File: config.mk
export PLATFORM = sky130hd
export DESIGN_NAME = fifd_out_queue
export DESIGN_NICKNAME = d
export VERILOG_FILES = /design/src/design/fifd_pkg.sv /design/src/design/fifd_out_queue.sv
export SDC_FILE = /design/constraint.sdc
export NUM_CORES = 1
export LEC_CHECK = 0
export BUFFER_PORTS_ARGS = -buffer_cell sky130_fd_sc_hd__buf_4
export CELL_PAD_IN_SITES_DETAIL_PLACEMENT = 1
export CELL_PAD_IN_SITES_GLOBAL_PLACEMENT = 1
export CORE_MARGIN = 5
export CORE_UTILIZATION = 43
export DETAILED_ROUTE_END_ITERATION = 6
export GPL_ROUTABILITY_DRIVEN = 0
export GPL_TIMING_DRIVEN = 0
export MAX_ROUTING_LAYER = met4
export PLACE_DENSITY = 0.72
export SLEW_MARGIN = 20
export SYNTH_ARGS = -nofsm -noshare
export SYNTH_HDL_FRONTEND = slang
export SYNTH_SLANG_ARGS = --single-unit
File: constraint.sdc
create_clock -name clk -period 3.89 [get_ports clk]
set_clock_uncertainty 0.1 [all_clocks]
set_input_delay 0.389 -clock clk [delete_from_list [all_inputs] [get_ports clk]]
set_output_delay 0.389 -clock clk [all_outputs]
set_load 0.02 [all_outputs]
File: src/design/fifd_pkg.sv
// Shared constants, codes and types of the stop-bit integer field decoder.
`default_nettype none
package fifd_pkg;

    localparam int DEF_FIELD_SLOTS   = 64;
    localparam int DEF_MAX_INT_BYTES = 9;

    localparam int SLOT_W  = 6;
    localparam int VALUE_W = 64;
    localparam int OP_W    = 3;
    localparam int BYTE_W  = 8;
    localparam int GROUP_W = 7;
    localparam int STOP_BIT = 7;
    localparam int SIGN_BIT = 6;

    localparam int OUT_DEPTH = 4;
    localparam int OUT_PTR_W = 2;
    localparam int OUT_CNT_W = 3;

    localparam logic [OP_W-1:0] OP_NONE  = 3'd0;
    localparam logic [OP_W-1:0] OP_COPY  = 3'd1;
    localparam logic [OP_W-1:0] OP_INCR  = 3'd2;
    localparam logic [OP_W-1:0] OP_DELTA = 3'd3;
    localparam logic [OP_W-1:0] OP_CONST = 3'd4;

    localparam logic [1:0] SS_UNDEF    = 2'd0;
    localparam logic [1:0] SS_ASSIGNED = 2'd1;
    localparam logic [1:0] SS_EMPTY    = 2'd2;

    localparam logic [1:0] RES_OK       = 2'd0;
    localparam logic [1:0] RES_OVERLONG = 2'd1;
    localparam logic [1:0] RES_MISSING  = 2'd2;
    localparam logic [1:0] RES_BADOP    = 2'd3;

    typedef struct packed {
        logic [SLOT_W-1:0]  slot;
        logic [VALUE_W-1:0] value;
        logic               present;
        logic [1:0]         status;
    } result_t;

endpackage
`default_nettype wire

File: src/design/fifd_out_queue.sv
// Four-entry result queue that decouples the decode pipeline from the output stall.
`default_nettype none
module fifd_out_queue (
    input  wire logic                      clk,
    input  wire logic                      rst_n,
    input  wire logic                      push,
    input  wire fifd_pkg::result_t         push_data,
    output logic                           out_valid,
    input  wire logic                      out_stall,
    output fifd_pkg::result_t              out_data,
    output logic [fifd_pkg::OUT_CNT_W-1:0] count
);
    import fifd_pkg::*;

    result_t                entry_reg [OUT_DEPTH];
    logic [OUT_PTR_W-1:0]   wr_ptr_reg;
    logic [OUT_PTR_W-1:0]   rd_ptr_reg;
    logic [OUT_CNT_W-1:0]   count_reg;
    logic [OUT_CNT_W-1:0]   count_next;
    logic                   pop;

    assign out_valid = (count_reg != '0);
    assign out_data  = entry_reg[rd_ptr_reg];
    assign count     = count_reg;
    assign pop       = out_valid && !out_stall;

    always_comb
    begin
        count_next = count_reg;
        if (push && !pop)
        begin
            count_next = count_reg + OUT_CNT_W'(1);
        end
        else if (pop && !push)
        begin
            count_next = count_reg - OUT_CNT_W'(1);
        end
    end

    always_ff @(posedge clk or negedge rst_n)
    begin
        if (!rst_n)
        begin
            wr_ptr_reg <= '0;
            rd_ptr_reg <= '0;
            count_reg  <= '0;
        end
        else
        begin
            if (push)
            begin
                wr_ptr_reg <= wr_ptr_reg + OUT_PTR_W'(1);
            end
            if (pop)
            begin
                rd_ptr_reg <= rd_ptr_reg + OUT_PTR_W'(1);
            end
            count_reg <= count_next;
        end
    end

    always_ff @(posedge clk)
    begin
        if (push)
        begin
            entry_reg[wr_ptr_reg] <= push_data;
        end
    end

endmodule
`default_nettype wire

=== Yosys cells after proc, flatten, opt, wreduce, memory -nomap -nowiden ===
Memory sizes are Yosys's and may differ from the RTL's.
Cells that the tools add are included.

* Reductions and logical operators: 8
* Mux-type cells: 4
* $add $sub $neg: 4

{| class="wikitable"
|+ Operator list
! cell !! count
|-
| $mux W3 || 2
|-
| $add A2 B1 Y2 const B || 2
|-
| $add A3 B1 Y3 const B || 1
|-
| $logic_and A1 B1 Y1 || 3
|-
| $logic_not A1 Y1 || 3
|-
| $reduce_bool A3 Y1 || 1
|-
| $sub A3 B1 Y3 const B || 1
|-
| $mux W1 || 2
|-
| $reduce_bool A2 Y1 || 1
|}

* Bits in registers: 7
* Output and inout bits: 77
* Logic and storage cells: 20
* Memory bits (writable): 292
* Memories kept: 1
* Input bits: 77

{| class="wikitable"
|+ Memory list
! memory !! depth !! width !! rd ports !! clocked after Yosys merged registers in !! wr ports !! RTL line !! RTL
|-
| entry_reg || 4 || 73 || 1 || 0 || 1 || fifd_out_queue.sv:15 || <nowiki>result_t entry_reg [OUT_DEPTH];</nowiki>
|}

=== Longest topological paths before layout ===
* Word-level depth: 5
* Gate-level depth with buffers: 8
* Mapped depth without buffers: 8

=== Worst setup path after synthesis ===
Ideal clock, no wire load.

* Path kind: flip-flop to flip-flop
* From: reg wr_ptr_reg[0]
* To: mem entry_reg[2][0] (netlist bit), enable pin
* Period minus slack after synthesis: 2.866 ns
* Path buffers: 0
* Arrival: 2.327 ns
* Setup slack: 1.024 ns
* Stages on the path, launching flop included: 4
* Data required time: 3.351 ns
* Setup time: 0.439 ns
* Path through: dfrtp_1 > inv_1 > ha_1 > and2_1

{| class="wikitable"
|+ RTL lines
! item !! RTL line !! RTL
|-
| start, declared || fifd_out_queue.sv:16 || <nowiki>logic [OUT_PTR_W-1:0] wr_ptr_reg;</nowiki>
|-
| start signal, assigned || fifd_out_queue.sv:52 || <nowiki>wr_ptr_reg <= wr_ptr_reg + OUT_PTR_W'(1);</nowiki>
|-
| end, declared || fifd_out_queue.sv:15 ||
|}

No word-level cell before the write port.

==> reports/qor.yml <==
status: "finished clean"
post_cts_buffers: 0
path_common_cell: "buf_6"
path_class: "flop to primary output"
rsz0062_at_grt: "false"
use_met1_pct: 20.4
largest_register_ffs: 292
worstPathArrival_ns: 2.11
firstDrtPassIters: 7
holdWs_ns: 0.0409
met2_usage_pct: 27.9
io_buffers: 153
clockRootBuffer: "clkbuf_16"
place_area_mm2: 0.0126
routed_wl_um: 22500
required_ns: 3.40
post_cts_resized: 0
synth_cell_type_count: 20
n_fill_cell: 2163
initial_core_util_pct: 43.5
antenna_found_initial: 0
grtUsageTotal_pct: 16.1
crit_path_start_kind: "flop"
syn_inst: 415
die_h_um: 169
rows: 58
core_mm2: 0.0251
drv_slew: 0
setup_violations: 0
finalNetCount: 763
most-common-layout-cells: "292 x edfxtp_1, 155 x buf_4, 75 x dlygate4sd3_1"
io_pins: 154
clock_latency_ns: 0.53
hold_viol_final: 0
crit_path_max_incr_delay_ns: 0.54
drive_gt1_share_pct: 42.2
critical_path.max_fanout: 10
cts_sinks: 299
crit_chain: "buf_6 > buf_6 > mux4_2 > buf_4"
cts.clk_slew.worst_paths_ns: 0.06
yosysWarnings: 0
gr-max-usage-layer: "met2"
areaGrowthSynthToFinish_pct: 31.3
min_path_type: "input port to flop"
die-area_mm2: 0.0287
cts_buffers: 30
grt_pass1_wl_um: 34800
cap_violations: 0
power_density_mw_per_mm2: 769
drcViolationCount: 0
vias: 5252
ir_drop_uv: 526
fmax_mhz: 385
slowest_stage: "mux4_2"
dp_hpwl_um: 13900
finalCritPeriodShare_pct: 66.7
viasPerCell: 5.08
clockBufferDepth: 3
overflow: 0
antenna_cells: 0
slew_headroom_pct: 50.6
synth_nets: 498
synth.cell_area_mm2: 0.0109
die_width_um: 169
leakagePower_nw: 5.01
h-tree-depth: 1
fin_crit_ns: 2.60
syn_avg_cell_area_um2: 26.3
seq_area_frac_synth_pct: 81.8
antenna_left: 0
grt_max_degree: 43
wire_per_inst_um: 21.7
cts_tree: "yes"
end_kind: "primary output"
grt_pass1_vias: 6010
fin_area_mm2: 0.0144
synth_seq_cells: 299
drt_iter0_drc: 417
met3_usage_pct: 2.26
tightest_slew_ns: 0.741
final_common_cell: "edfxtp_1"
==> final timing paths <==
path	startpoint	endpoint	slack, ns	depth (start not counted)
max	rd_ptr_reg[0]	out_data[25]	1.29	4
max in group asynchronous	rst_n	wr_ptr_reg[0]	3.46	2
min in group asynchronous	rst_n	rd_ptr_reg[1]	0.10	2
min reg2reg	count[2]	count[2]	0.42	1
min	out_stall	rd_ptr_reg[1]	0.04	3
max reg2reg	count[0]	count[2]	1.49	8
==> cell usage after synthesis <==
library cell,count,share of area (%)
clkbuf_1,1,0.034
mux2_2,1,0.10
mux4_2,73,15
ha_1,5,0.57
nor2_1,1,0.034
buf_6,6,0.62
nor3_1,1,0.046
xnor2_1,2,0.16
buf_2,7,0.32
xor2_1,4,0.32
and2_1,4,0.23
or2_2,1,0.057
o21ai_0,1,0.046
inv_1,4,0.14
fa_1,1,0.18
nor3b_2,1,0.11
dfrtp_1,7,1.6
buf_4,2,0.14
nand2_1,1,0.034
edfxtp_1,292,80
==> per-layer routing <==
layer	wire length [µm]	up-vias
li1	-	2313
met1	9090	2760
met2	11900	151
met3	1060	28
met4	412	0
met5	0	-
==> cell families (layout without fill, tap and decap cells) <==
kind of cell | after synthesis | in the layout | share of synthesized area, %
and+or+nand+nor | 9 | 9 | 0.515
adders and majority gates | 6 | 6 | 0.755
muxes | 74 | 74 | 15.1
AOI/OAI and AO/OA | 1 | 1 | 0.0457
DFF | 299 | 299 | 81.8
xor gates and xnor gates | 6 | 6 | 0.481
buffers and inverters | 20 | 309 | 1.25
==> where the power goes <==
part	leakage (nW)	internal (mW)	switching [mW]
registers	2.76	4.21	0.159
clock network	0.491	1.71	1.15
logic	1.75	1.74	2.06
total	5.01	7.67	3.37
==> layout make-up <==
cell class	count	area, µm²	area share (%)
clock inverter	20	195	1.36
clock buffer	36	795	5.54
sequential	299	8940	62.3
timing repair buffer	233	2010	14.0
multi-input combinational	96	1860	13.0
tap	330	413	2.88
inverter	4	15.0	0.105
buffer	16	121	0.846
==> worst max-delay path, delay by kind of cell, from the launching register on <==
family | cells | cell delay (ns)
DFF | 1 | 0.40
muxes | 1 | 0.54
buffers and inverters | 3 | 0.61
==> what timing repair did <==
action / 4_1_cts / 5_1_grt
hold buffers: 75 / 0
setup endpoints to repair: 0 / 0
endpoints found under the hold margin: 300 / 0
==> stage by stage <==
stage / setup WS, ns / utilization, % / TNS (ns) / std cells / power, mW
floorplan: 1.02 / - / 0 / 415 / 6.72
global placement: -0.297 / 49.8 / -77.03 / 898 / 8.13
detailed placement: 1.47 / 50.2 / 0 / 903 / 8.25
CTS: 1.21 / 57.2 / 0 / 1034 / 11.2
global route: 1.17 / 57.2 / 0 / 1034 / 11.6
finish: 1.29 / 57.2 / 0 / 1034 / 11.0
(Power assumes the default switching activity.)
